$ cat config.mk
export PLATFORM = sky130hd
export DESIGN_NAME = fan_tach_monitor
export DESIGN_NICKNAME = d
export VERILOG_FILES = /design/src/hdl/ftm_pkg.sv /design/src/hdl/ftm_state.sv /design/src/hdl/ftm_seq.sv /design/src/hdl/fan_tach_monitor.sv
export VERILOG_INCLUDE_DIRS = /design/src /design/src/hdl
export SDC_FILE = /design/constraint.sdc
export NUM_CORES = 1
export LEC_CHECK = 0
export BUFFER_PORTS_ARGS = -buffer_cell sky130_fd_sc_hd__buf_2
export CORE_MARGIN = 2
export CORE_UTILIZATION = 58
export DETAILED_ROUTE_END_ITERATION = 12
export PLACE_DENSITY = 0.75
export SKIP_LAST_GASP = 1
export SLEW_MARGIN = 20
export SYNTH_ARGS = -nofsm -noshare
export SYNTH_HDL_FRONTEND = slang
export SYNTH_SLANG_ARGS = --single-unit
$ cat constraint.sdc
create_clock -name i_clk -period 10.5 [get_ports i_clk]
set_clock_uncertainty 0.2 [all_clocks]
set_input_delay 0.525 -clock i_clk [delete_from_list [all_inputs] [get_ports i_clk]]
set_output_delay 0.525 -clock i_clk [all_outputs]
set_load 0.02 [all_outputs]
$ cat src/hdl/assert_macros.svh
// Assertion macros shared by the fan tachometer monitor RTL.
// Depends on nothing; included by files that carry concurrent checks.
`ifndef ASSERT_MACROS_SVH
`define ASSERT_MACROS_SVH

// Check a property on every rising clock edge outside reset.
`define FTM_ASSERT(lbl, clk, rst_n, prop, msg) \
    lbl: assert property (@(posedge clk) disable iff (!rst_n) (prop)) else $error(msg);

// Check that a condition leads to a consequence in the next cycle.
`define FTM_ASSERT_NEXT(lbl, clk, rst_n, cond, cons, msg) \
    lbl: assert property (@(posedge clk) disable iff (!rst_n) (cond) |=> (cons)) else $error(msg);

`endif

$ cat src/hdl/ftm_pkg.sv
// Package for the fan tachometer monitor: item types, codes and constants.
// Depends on nothing; used by every module of the block.
package ftm_pkg;

    // Event codes carried in the cmd field of an input item.
    localparam logic [1:0] CMD_EDGE = 2'd0;
    localparam logic [1:0] CMD_TICK = 2'd1;
    localparam logic [1:0] CMD_DUTY = 2'd2;
    localparam logic [1:0] CMD_NONE = 2'd3;

    // Fan status codes.
    localparam logic [1:0] ST_OK    = 2'd0;
    localparam logic [1:0] ST_STALL = 2'd1;
    localparam logic [1:0] ST_UNDER = 2'd2;

    // Configuration register indexes.
    localparam logic [1:0] CFG_PWM_TOP  = 2'd0;
    localparam logic [1:0] CFG_RPM_DUTY = 2'd1;
    localparam logic [1:0] CFG_TOL_PCT  = 2'd2;
    localparam logic [1:0] CFG_WINDOW   = 2'd3;

    // Configuration reset values.
    localparam logic [15:0] RST_PWM_TOP  = 16'd639;
    localparam logic [9:0]  RST_RPM_DUTY = 10'd30;
    localparam logic [6:0]  RST_TOL_PCT  = 7'd80;
    localparam logic [15:0] RST_WINDOW   = 16'd1000;

    localparam logic [6:0]  DUTY_MAX   = 7'd100;
    localparam logic [15:0] COUNT_MAX  = 16'hFFFF;

    // Division by 100 as a multiply by ceil(2^30 / 100) and a shift by 30.
    // Exact for dividends below 2^30 / 76, well above the largest product.
    localparam logic [23:0] RECIP_100   = 24'd10737419;
    localparam int          RECIP_SHIFT = 30;

    typedef struct packed {
        logic [1:0] cmd;
        logic [6:0] duty;
    } t_in_item;

    typedef struct packed {
        logic [15:0] rpm_out;
        logic [1:0]  fan_status;
        logic [15:0] compare_value;
        logic        window_done;
    } t_out_item;

    // Event state after the most recent item.
    typedef struct packed {
        logic [15:0] rpm;
        logic [6:0]  duty;
        logic        done;
    } t_evt_state;

    // Sequencer to top-level hand-off.
    typedef struct packed {
        logic        busy;
        logic        load;
        logic [15:0] compare_value;
        logic [1:0]  fan_status;
    } t_seq_out;

    typedef enum logic [2:0] {
        SEQ_IDLE,
        SEQ_MUL_TOP,
        SEQ_MUL_RECIP,
        SEQ_MUL_RPD,
        SEQ_MUL_TOL,
        SEQ_FINISH
    } t_seq_state;

endpackage

$ cat src/hdl/ftm_state.sv
// Event state of the fan tachometer monitor: edge and tick counters, RPM latch, duty.
// Depends on ftm_pkg.
module ftm_state (
    input  logic              i_clk,
    input  logic              i_rst_n,
    input  logic              i_accept,
    input  ftm_pkg::t_in_item i_item,
    input  logic [15:0]       i_window_ms,
    output ftm_pkg::t_evt_state o_state
);

    localparam logic [15:0] COUNT_MAX_W = ftm_pkg::COUNT_MAX;

    logic [15:0] r_edge;
    logic [15:0] r_ms;
    logic [15:0] r_rpm;
    logic [6:0]  r_duty;
    logic        r_done;
    logic [15:0] n_edge;
    logic [15:0] n_ms;
    logic [15:0] n_rpm;
    logic [6:0]  n_duty;
    logic        n_done;

    logic [16:0] w_ms_next;
    logic        w_close;
    logic [14:0] w_half;
    logic [20:0] w_rpm_raw;
    logic [15:0] w_rpm_sat;

    // Window close test and the new speed: (edges / 2) * 60, saturated.
    assign w_ms_next = {1'b0, r_ms} + 17'd1;
    assign w_close   = (w_ms_next >= {1'b0, i_window_ms});
    assign w_half    = r_edge[15:1];
    assign w_rpm_raw = ({6'd0, w_half} << 6) - ({6'd0, w_half} << 2);
    assign w_rpm_sat = (w_rpm_raw > 21'(COUNT_MAX_W)) ? ftm_pkg::COUNT_MAX
                                                      : w_rpm_raw[15:0];

    // Next state for one accepted item.
    always_comb begin
        n_edge = r_edge;
        n_ms   = r_ms;
        n_rpm  = r_rpm;
        n_duty = r_duty;
        n_done = 1'b0;
        unique case (i_item.cmd)
            ftm_pkg::CMD_EDGE: begin
                if (r_edge != ftm_pkg::COUNT_MAX) begin
                    n_edge = r_edge + 16'd1;
                end
            end
            ftm_pkg::CMD_TICK: begin
                if (w_close) begin
                    n_rpm  = w_rpm_sat;
                    n_edge = '0;
                    n_ms   = '0;
                    n_done = 1'b1;
                end else begin
                    n_ms = w_ms_next[15:0];
                end
            end
            ftm_pkg::CMD_DUTY: begin
                n_duty = (i_item.duty > ftm_pkg::DUTY_MAX) ? ftm_pkg::DUTY_MAX
                                                           : i_item.duty;
            end
            ftm_pkg::CMD_NONE: begin
                n_done = 1'b0;
            end
        endcase
    end

    always_ff @(posedge i_clk) begin
        if (!i_rst_n) begin
            r_edge <= '0;
            r_ms   <= '0;
            r_rpm  <= '0;
            r_duty <= '0;
            r_done <= 1'b0;
        end else if (i_accept) begin
            r_edge <= n_edge;
            r_ms   <= n_ms;
            r_rpm  <= n_rpm;
            r_duty <= n_duty;
            r_done <= n_done;
        end
    end

    assign o_state.rpm  = r_rpm;
    assign o_state.duty = r_duty;
    assign o_state.done = r_done;

endmodule

$ cat src/hdl/ftm_seq.sv
// Sequencer and shared multiplier that form the PWM compare value and fan status.
// Depends on ftm_pkg.
module ftm_seq (
    input  logic                i_clk,
    input  logic                i_rst_n,
    input  logic                i_start,
    input  logic                i_out_free,
    input  ftm_pkg::t_evt_state i_state,
    input  logic [15:0]         i_pwm_top,
    input  logic [9:0]          i_rpm_per_duty,
    input  logic [6:0]          i_tolerance_pct,
    output ftm_pkg::t_seq_out   o_seq
);

    ftm_pkg::t_seq_state r_state;
    ftm_pkg::t_seq_state n_state;

    logic [47:0] r_prod;
    logic [15:0] r_cmp;
    logic [23:0] w_op_a;
    logic [23:0] w_op_b;
    logic [16:0] w_rpm_inc;
    logic [23:0] w_rpm_ext;
    logic [23:0] w_thresh;
    logic [1:0]  w_status;

    // Next state.
    always_comb begin
        n_state = r_state;
        unique case (r_state)
            ftm_pkg::SEQ_IDLE:      if (i_start) n_state = ftm_pkg::SEQ_MUL_TOP;
            ftm_pkg::SEQ_MUL_TOP:   n_state = ftm_pkg::SEQ_MUL_RECIP;
            ftm_pkg::SEQ_MUL_RECIP: n_state = ftm_pkg::SEQ_MUL_RPD;
            ftm_pkg::SEQ_MUL_RPD:   n_state = ftm_pkg::SEQ_MUL_TOL;
            ftm_pkg::SEQ_MUL_TOL:   n_state = ftm_pkg::SEQ_FINISH;
            ftm_pkg::SEQ_FINISH:    if (i_out_free) n_state = ftm_pkg::SEQ_IDLE;
            default:                n_state = ftm_pkg::SEQ_IDLE;
        endcase
    end

    always_ff @(posedge i_clk) begin
        if (!i_rst_n) begin
            r_state <= ftm_pkg::SEQ_IDLE;
        end else begin
            r_state <= n_state;
        end
    end

    // Operand selection for the shared multiplier.
    always_comb begin
        w_op_a = '0;
        w_op_b = '0;
        unique case (r_state)
            ftm_pkg::SEQ_MUL_TOP: begin
                w_op_a = {8'd0, i_pwm_top};
                w_op_b = {17'd0, i_state.duty};
            end
            ftm_pkg::SEQ_MUL_RECIP: begin
                w_op_a = {1'b0, r_prod[22:0]};
                w_op_b = ftm_pkg::RECIP_100;
            end
            ftm_pkg::SEQ_MUL_RPD: begin
                w_op_a = {17'd0, i_state.duty};
                w_op_b = {14'd0, i_rpm_per_duty};
            end
            ftm_pkg::SEQ_MUL_TOL: begin
                w_op_a = {7'd0, r_prod[16:0]};
                w_op_b = {17'd0, i_tolerance_pct};
            end
            default: begin
                w_op_a = '0;
                w_op_b = '0;
            end
        endcase
    end

    // Product register, held through the finish step so the status stays put while
    // the result waits; the compare value is taken once the reciprocal step is done.
    always_ff @(posedge i_clk) begin
        if (r_state != ftm_pkg::SEQ_FINISH) begin
            r_prod <= w_op_a * w_op_b;
        end
        if (r_state == ftm_pkg::SEQ_MUL_RPD) begin
            r_cmp <= r_prod[ftm_pkg::RECIP_SHIFT +: 16];
        end
    end

    // rpm < floor(p / 100) holds exactly when (rpm + 1) * 100 <= p.
    assign w_rpm_inc = {1'b0, i_state.rpm} + 17'd1;
    assign w_rpm_ext = {7'd0, w_rpm_inc};
    assign w_thresh  = (w_rpm_ext << 6) + (w_rpm_ext << 5) + (w_rpm_ext << 2);

    always_comb begin
        priority if (i_state.rpm == 16'd0 && i_state.duty != 7'd0) begin
            w_status = ftm_pkg::ST_STALL;
        end else if (w_thresh <= r_prod[23:0]) begin
            w_status = ftm_pkg::ST_UNDER;
        end else begin
            w_status = ftm_pkg::ST_OK;
        end
    end

    // Outputs.
    always_comb begin
        o_seq.busy          = (r_state != ftm_pkg::SEQ_IDLE);
        o_seq.load          = (r_state == ftm_pkg::SEQ_FINISH) && i_out_free;
        o_seq.compare_value = r_cmp;
        o_seq.fan_status    = w_status;
    end

endmodule

$ cat src/hdl/fan_tach_monitor.sv
// Fan tachometer monitor: one result item per event, with speed, status and PWM compare.
// The result enters the output register at the finish step, once the output is free.
// An item runs four multiplier passes and a finish step; the next item enters only at idle.
// A result waiting at the output does not block the next item until its finish step.
// Reset (synchronous, active low) clears counters, speed, duty and loads register defaults.
// Depends on ftm_pkg, ftm_state, ftm_seq and assert_macros.svh.
`include "assert_macros.svh"

module fan_tach_monitor (
    input  logic               i_clk,
    input  logic               i_rst_n,
    input  logic               i_valid,
    output logic               o_stall,
    input  ftm_pkg::t_in_item  i_item,
    output logic               o_valid,
    input  logic               i_stall,
    output ftm_pkg::t_out_item o_item,
    input  logic               i_cfg_we,
    input  logic [1:0]         i_cfg_idx,
    input  logic [15:0]        i_cfg_data
);

    logic [15:0] r_pwm_top;
    logic [9:0]  r_rpm_per_duty;
    logic [6:0]  r_tolerance_pct;
    logic [15:0] r_window_ms;

    logic               r_out_valid;
    ftm_pkg::t_out_item r_out_item;

    logic                w_accept;
    logic                w_out_free;
    ftm_pkg::t_evt_state w_state;
    ftm_pkg::t_seq_out   w_seq;

    // Configuration registers.
    always_ff @(posedge i_clk) begin
        if (!i_rst_n) begin
            r_pwm_top       <= ftm_pkg::RST_PWM_TOP;
            r_rpm_per_duty  <= ftm_pkg::RST_RPM_DUTY;
            r_tolerance_pct <= ftm_pkg::RST_TOL_PCT;
            r_window_ms     <= ftm_pkg::RST_WINDOW;
        end else if (i_cfg_we) begin
            unique case (i_cfg_idx)
                ftm_pkg::CFG_PWM_TOP:  r_pwm_top       <= i_cfg_data;
                ftm_pkg::CFG_RPM_DUTY: r_rpm_per_duty  <= i_cfg_data[9:0];
                ftm_pkg::CFG_TOL_PCT:  r_tolerance_pct <= i_cfg_data[6:0];
                ftm_pkg::CFG_WINDOW:   r_window_ms     <= i_cfg_data;
            endcase
        end
    end

    // Input handshake: an item enters only while the sequencer is idle and out of reset.
    assign o_stall    = w_seq.busy || !i_rst_n;
    assign w_accept   = i_valid && !o_stall;
    assign w_out_free = !r_out_valid || !i_stall;

    ftm_state u_state (
        .i_clk       (i_clk),
        .i_rst_n     (i_rst_n),
        .i_accept    (w_accept),
        .i_item      (i_item),
        .i_window_ms (r_window_ms),
        .o_state     (w_state)
    );

    ftm_seq u_seq (
        .i_clk           (i_clk),
        .i_rst_n         (i_rst_n),
        .i_start         (w_accept),
        .i_out_free      (w_out_free),
        .i_state         (w_state),
        .i_pwm_top       (r_pwm_top),
        .i_rpm_per_duty  (r_rpm_per_duty),
        .i_tolerance_pct (r_tolerance_pct),
        .o_seq           (w_seq)
    );

    // Output register holding one finished item until it is taken.
    always_ff @(posedge i_clk) begin
        if (!i_rst_n) begin
            r_out_valid <= 1'b0;
        end else if (w_seq.load) begin
            r_out_valid <= 1'b1;
        end else if (!i_stall) begin
            r_out_valid <= 1'b0;
        end
    end

    always_ff @(posedge i_clk) begin
        if (w_seq.load) begin
            r_out_item.rpm_out       <= w_state.rpm;
            r_out_item.fan_status    <= w_seq.fan_status;
            r_out_item.compare_value <= w_seq.compare_value;
            r_out_item.window_done   <= w_state.done;
        end
    end

    assign o_valid = r_out_valid;
    assign o_item  = r_out_item;

    // Checks on the block's own logic.
    `FTM_ASSERT(a_load_when_free, i_clk, i_rst_n, !w_seq.load || w_out_free,
        "result loaded over an untaken item")
    `FTM_ASSERT_NEXT(a_busy_after_accept, i_clk, i_rst_n, w_accept, o_stall,
        "sequencer not busy after an accepted item")
    `FTM_ASSERT(a_cmp_within_top, i_clk, i_rst_n,
        !r_out_valid || (r_out_item.compare_value <= r_pwm_top),
        "compare value above PWM top")
    `FTM_ASSERT(a_stall_zero_rpm, i_clk, i_rst_n,
        !(r_out_valid && r_out_item.fan_status == ftm_pkg::ST_STALL)
            || (r_out_item.rpm_out == 16'd0),
        "stall reported with nonzero speed")

endmodule
**Word-level counts from Yosys, hierarchy flattened**

Cells that the tools add are included.

- Register bits after elaboration: 206
- Output and inout port bits: 37
- Word-level logic and storage cells: 86

- Add/subtract/negate cells: 6
- $mul: 1
- Magnitude comparators: 4
- Equality and inequality tests: 17
- Muxes and demuxes: 16
- Reductions and logical operators: 25

Operators with widths:

| operator | number |
|---|---|
| 24-bit case mux with 4 select lines | 1 |
| 23-bit case mux with 4 select lines | 1 |
| 16-bit 2-to-1 mux | 4 |
| 23-bit by 24-bit multiplier with 46-bit output | 1 |
| 16-bit by 1-bit adder with 17-bit output (second input constant) | 2 |
| 16-bit case mux with 2 select lines | 1 |
| 23-bit by 22-bit adder with 24-bit output | 1 |
| 24-bit by 19-bit adder with 24-bit output | 1 |
| 24-bit less-or-equal comparator | 1 |
| 21-bit by 16-bit > comparator with 1-bit output (second input constant) | 1 |
| 21-bit by 17-bit subtractor with 21-bit output | 1 |
| 3-bit case mux with 6 select lines | 1 |
| 17-bit by 16-bit >= comparator with 1-bit output | 1 |
| 16-bit by 1-bit adder with 16-bit output (second input constant) | 1 |
| 16-bit zero test | 1 |
| 16-bit != test (second input constant) | 1 |
| 2-bit AND reduction | 7 |
| 2-bit by 1-bit != test with 1-bit output (second input constant) | 5 |
| 7-bit > comparator (second input constant) | 1 |
| 7-bit 2-to-1 mux | 1 |
| 7-bit nonzero test | 1 |
| 2-bit == test (second input constant) | 3 |
| 3-bit by 2-bit == test with 1-bit output (second input constant) | 2 |
| 3-bit == test (second input constant) | 2 |
| other kinds (15) | 27 |

**Logic depth before layout (Yosys ltp)**

- Depth after elaboration: 6
- Mapped depth: 33
- Mapped depth without buffers: 29

**Modules after synthesis**

From an unflattened synthesis, not the netlist that was laid out.

- Cell total of the unflattened synthesis: 2,729
- Area, all modules: 24,970.2 um2

By module, submodules not included:

| module | instances | cells an instance | area each (um2) | sequential area each (um2) |
|---|---|---|---|---|
| ftm_seq | 1 | 1,984 | 17,996.0 | 1,741.7 |
| ftm_state | 1 | 508 | 3,915.0 | 1,101.1 |
| fan_tach_monitor | 1 | 237 | 3,059.2 | 2,052.0 |

**Worst setup path before layout**

Ideal clock, no wire load.

- Kind: register -> register
- From: register u_seq.r_state[1]
- To: register u_seq.r_prod[41], data pin
- Data arrival time: 7.776 ns
- Data required time: 10.036 ns
- Slack: 2.260 ns
- Cell stages (with the launch flop): 26
- Period minus slack after synthesis: 8.240 ns
- Cell sequence: dfxtp_1 clkbuf_1 nand2b_1 nor2_1 a21oi_1 nor2_1 fa_1 inv_1 fa_1 fa_1 inv_1 fa_1 fa_1 inv_1 fa_1 inv_1 fa_1 ha_1 a21oi_1 o211ai_1 a221oi_1 o31ai_1 o41ai_4 o21ai_1 a221oi_1 xnor2_1

- Longest elaborated chain between the ends: 3
- Elaborated cells on any way between the ends: 7
- Those cells by class: mul: 1; eq/ne: 4; mux: 2

Ends and longest elaborated chain:

| element | line | source |
|---|---|---|
| from (decl) | ftm_seq.sv:15 | `ftm_pkg::t_seq_state r_state;` |
| from (signal assigned) | ftm_seq.sv:43 | `r_state <= ftm_pkg::SEQ_IDLE;` |
| from (signal assigned) | ftm_seq.sv:45 | `r_state <= n_state;` |
| 3-bit == test, or another cell as far along | ftm_seq.sv:53 | `unique case (r_state)` |
| 23-bit case mux with 4 select lines or 24-bit case mux with 4 select lines (tied branches) | ftm_seq.sv:53 |  |
| 23-bit by 24-bit multiplier with 46-bit output * | ftm_seq.sv:81 | `r_prod <= w_op_a * w_op_b;` |
| to (signal assigned) | ftm_seq.sv:81 |  |
| to (decl) | ftm_seq.sv:18 | `logic [47:0] r_prod;` |

Every way passes the cells marked *; elsewhere a longest branch is shown, timed or not.
A chain may end at the register's enable or synchronous reset.

**Final worst setup path**

- From: register u_seq.r_state[0]
- To: register u_seq.r_prod[45], data pin

Same word-level chain as after synthesis.

==> impl_metrics.csv <==
group,metric,value,unit
cells_and_area,fin_area,26000,sq um
synthesis,synth_edf_count,90,
placement,dp_hpwl,50.0,mm
detailed_routing,wl_per_cell,18.0,um
sta,setup_violations,0,
sta,rsz0062_at_grt,"no",
sta,post-route-period-util,0.890,
power,p_leak,13.3,nW
clocking,cts_tree,"yes",
clocking,cts_buffer_depth,2,
power,powerDensity,135,nW/um^2
sta,relSlewSlack,0.257,
global_route,grt_first_pass_wirelength,98.7,mm
clocking,clkSinkCount,198,
die,die-area,43600,sq um
power,p_sw,1.51,mW
critical_path,cp.arrival,9.35,ns
sta,hold_violations,0,
critical_path,critical_path_required,10.50,ns
placement,dpl_cell_area,25400,sq um
die,ios,69,
clocking,cts_buffers,17,
cells_and_area,nets,3430,
global_route,antenna_found_initial,0,
die,fp.dieW,209,um
power,p_comb_frac,0.538,
synthesis,synthArstFlopShare,0,
sta,finalSetupTns,0,ns
clocking,postCtsSetupRepairBufs,0,
critical_path,path_class,"flip-flop to flip-flop",
outcome,status,"complete, no violations",
power,swShare,0.432,
sta,tightest_slew,1.11,ns
die,die_h,209,um
global_route,grt_max_degree,71,
die,start_util,0.584,
power,ir_worst_vdd,0.157,mV
global_route,use_met2,0.492,
cells_and_area,syn2layout_area_growth,6.81,%
detailed_routing,first_iter_violations,1562,
power,pwr-share-seq,0.275,
synthesis,syn_area,24300,sq um
global_route,grt_usage,0.287,
global_route,globalRoute.busiestLayer,"met2",
global_route,grt_use_met3,0.0431,
cells_and_area,fin_cells,3321,
worst_hold_path,min_path_type,"input port to flip-flop",
synthesis,synth-seq-cells,198,
cells_and_area,drive_gt1_frac,0.0564,
run,drv_cap,0,
sta,min_period,9.35,ns
synthesis,ys_seq_area_frac,0.200,
clocking,hold_buffers,0,
critical_path,crit_path_start_kind,"flip-flop",
synthesis,synth_top_area_cell,"fa_1",
critical_path,cp-end-kind,"flip-flop",
detailed_routing,routed-via-count,18596,
clocking,clkTransAtPathRegs,0.07,ns
detailed_routing,wl,59.8,mm
synthesis,synth_ff_type,"dfxtp_1",
die,core_area,41700,sq um
cells_and_area,n_antenna_cell,0,
synthesis,yosysUniqueCellTypes,79,
detailed_routing,dr.pass1.iters,6,
power,p_clk_frac,0.188,
global_route,grt_overflow,0,
global_route,grt_pass1_vias,19261,
sta,fmax,107,MHz
synthesis,yosys_warnings,0,
placement,place_inst,3288,
synthesis,yosys.area.top_type_share,0.267,
synthesis,syn_inst,2687,
clocking,clk_latency,0.46,ns
power,power.internal,1.99,mW
detailed_routing,drc,0,
clocking,root_buffer,"clkbuf_16",
die,row_count,75,
synthesis,synth.area.top_cells,"fa_1, ha_1, edfxtp_1",
placement,gp_congestion,0.971,
synthesis,netlist_top_cells_count,"inv_1, fa_1, ha_1",
detailed_routing,viasPerCell,5.60,
global_route,met1_usage,0.366,
synthesis,syn_area_per_cell,9.06,sq um
clocking,htree_levels,4,
critical_path,crit_fanout,19,
clocking,ctsResizeCount,0,
detailed_routing,drt.antenna.violating_nets,0,
placement,port_buffers,68,
synthesis,yosysMostFrequentCell,"inv_1",
sta,finalMaxSlewViolations,0,
[worst max-delay path: stages, from the launching register on]
cell      delay, ns
dfxtp_1        0.75
inv_1          0.19
nor2_1         0.72
a22oi_1        0.15
o21ai_1        0.86
nand2_1        0.26
fa_1           0.56
inv_1          0.06
fa_1           0.48
fa_1           0.59
fa_1           0.44
fa_1           0.52
fa_1           0.56
inv_1          0.06
fa_1           0.53
inv_1          0.04
ha_1           0.37
a21o_1         0.20
nor3_1         0.17
o21a_1         0.17
o31ai_1        0.13
o41ai_4        0.43
o31ai_1        0.17
a221oi_1       0.37
xnor2_1        0.11
[metrics by stage]
stage	setup slack [ns]	utilization	total power [mW]	hold slack, ns
2_1_floorplan	2.26	-	2.30	0.200
3_3_place_gp	1.54	0.610	2.77	0.202
3_5_place_dp	1.27	0.610	2.81	0.205
4_1_cts	1.26	0.624	3.48	0.112
5_1_grt	0.594	0.624	3.79	0.133
6_report	1.15	0.624	3.50	0.123
[logic make-up after synthesis]
| kind of cell | Yosys count | share of synthesized area |
|---|---|---|
| simple gates | 680 | 0.129 |
| buf+inv | 660 | 0.103 |
| fa+ha+maj | 629 | 0.423 |
| compound gates | 417 | 0.107 |
| flops | 198 | 0.200 |
| xor+xnor | 85 | 0.0306 |
| mux | 16 | 0.00689 |
| other cells | 2 | 0.000308 |
[power groups by stage]
stage	Combinational [mW]	Clock, mW	Sequential [mW]
4_1_cts	1.86	0.662	0.959
5_1_grt	2.13	0.688	0.966
6_report	1.88	0.657	0.961
2_1_floorplan	1.36	0	0.939
3_3_place_gp	1.79	0	0.974
3_5_place_dp	1.83	0	0.976
[layer usage]
metal / vias up / share of wire
li1: 8747 / -
met1: 9051 / 0.41
met2: 666 / 0.49
met3: 132 / 0.065
met4: 0 / 0.037
met5: - / 0
[state kept, by name, summed over array words and instances, names as in the netlist, 7 cells and up]
| register | cells |
|---|---|
| r_pwm_top | 16 |
| r_window_ms | 16 |
| u_state.r_duty | 7 |
| u_seq.r_cmp | 16 |
| r_rpm_per_duty | 10 |
| o_item | 34 |
| r_tolerance_pct | 7 |
| u_state.r_rpm | 15 |
| u_state.r_edge | 16 |
| u_seq.r_prod | 40 |
| u_state.r_ms | 16 |
[layout make-up]
cell class                 instances  area, sq um
multi-input combinational       1867        17100
fill                            3496        15700
sequential                       198         4860
inverter                         599         2250
tap                              539          674
timing repair buffer              86          495
clock buffer                      18          429
clock inverter                    14          148
[worst paths after layout]
kind | slack, ns | cells past startpoint | end | startpoint
worst max-delay path | 1.15 | 24 | u_seq.r_prod[45]$_DFFE_PN_ | u_seq.r_state[0]$_SDFFE_PN0P_
worst min-delay path | 0.12 | 3 | u_state.r_duty[2]$_SDFFE_PN0P_ | i_item[2]
worst max register to register | 1.15 | 24 | u_seq.r_prod[45]$_DFFE_PN_ | u_seq.r_state[0]$_SDFFE_PN0P_
worst min register to register | 0.22 | 0 | o_item[4]$_DFFE_PP_ | u_seq.r_cmp[3]$_DFFE_PP_
[layout by cell type, fill, tap and decap left out, types with 28 or more instances in the layout]
cell / instances
o21ai_0: 70
nor2_1: 146
buf_2: 68
fa_1: 325
a22oi_1: 31
nand3_1: 54
conb_1: 40
dfxtp_1: 108
a21o_1: 31
xnor2_1: 56
ha_1: 304
o21ai_1: 28
xor2_1: 29
nand2_1: 299
edfxtp_1: 90
inv_1: 598
a21oi_1: 148
(Power assumes the default switching activity.)
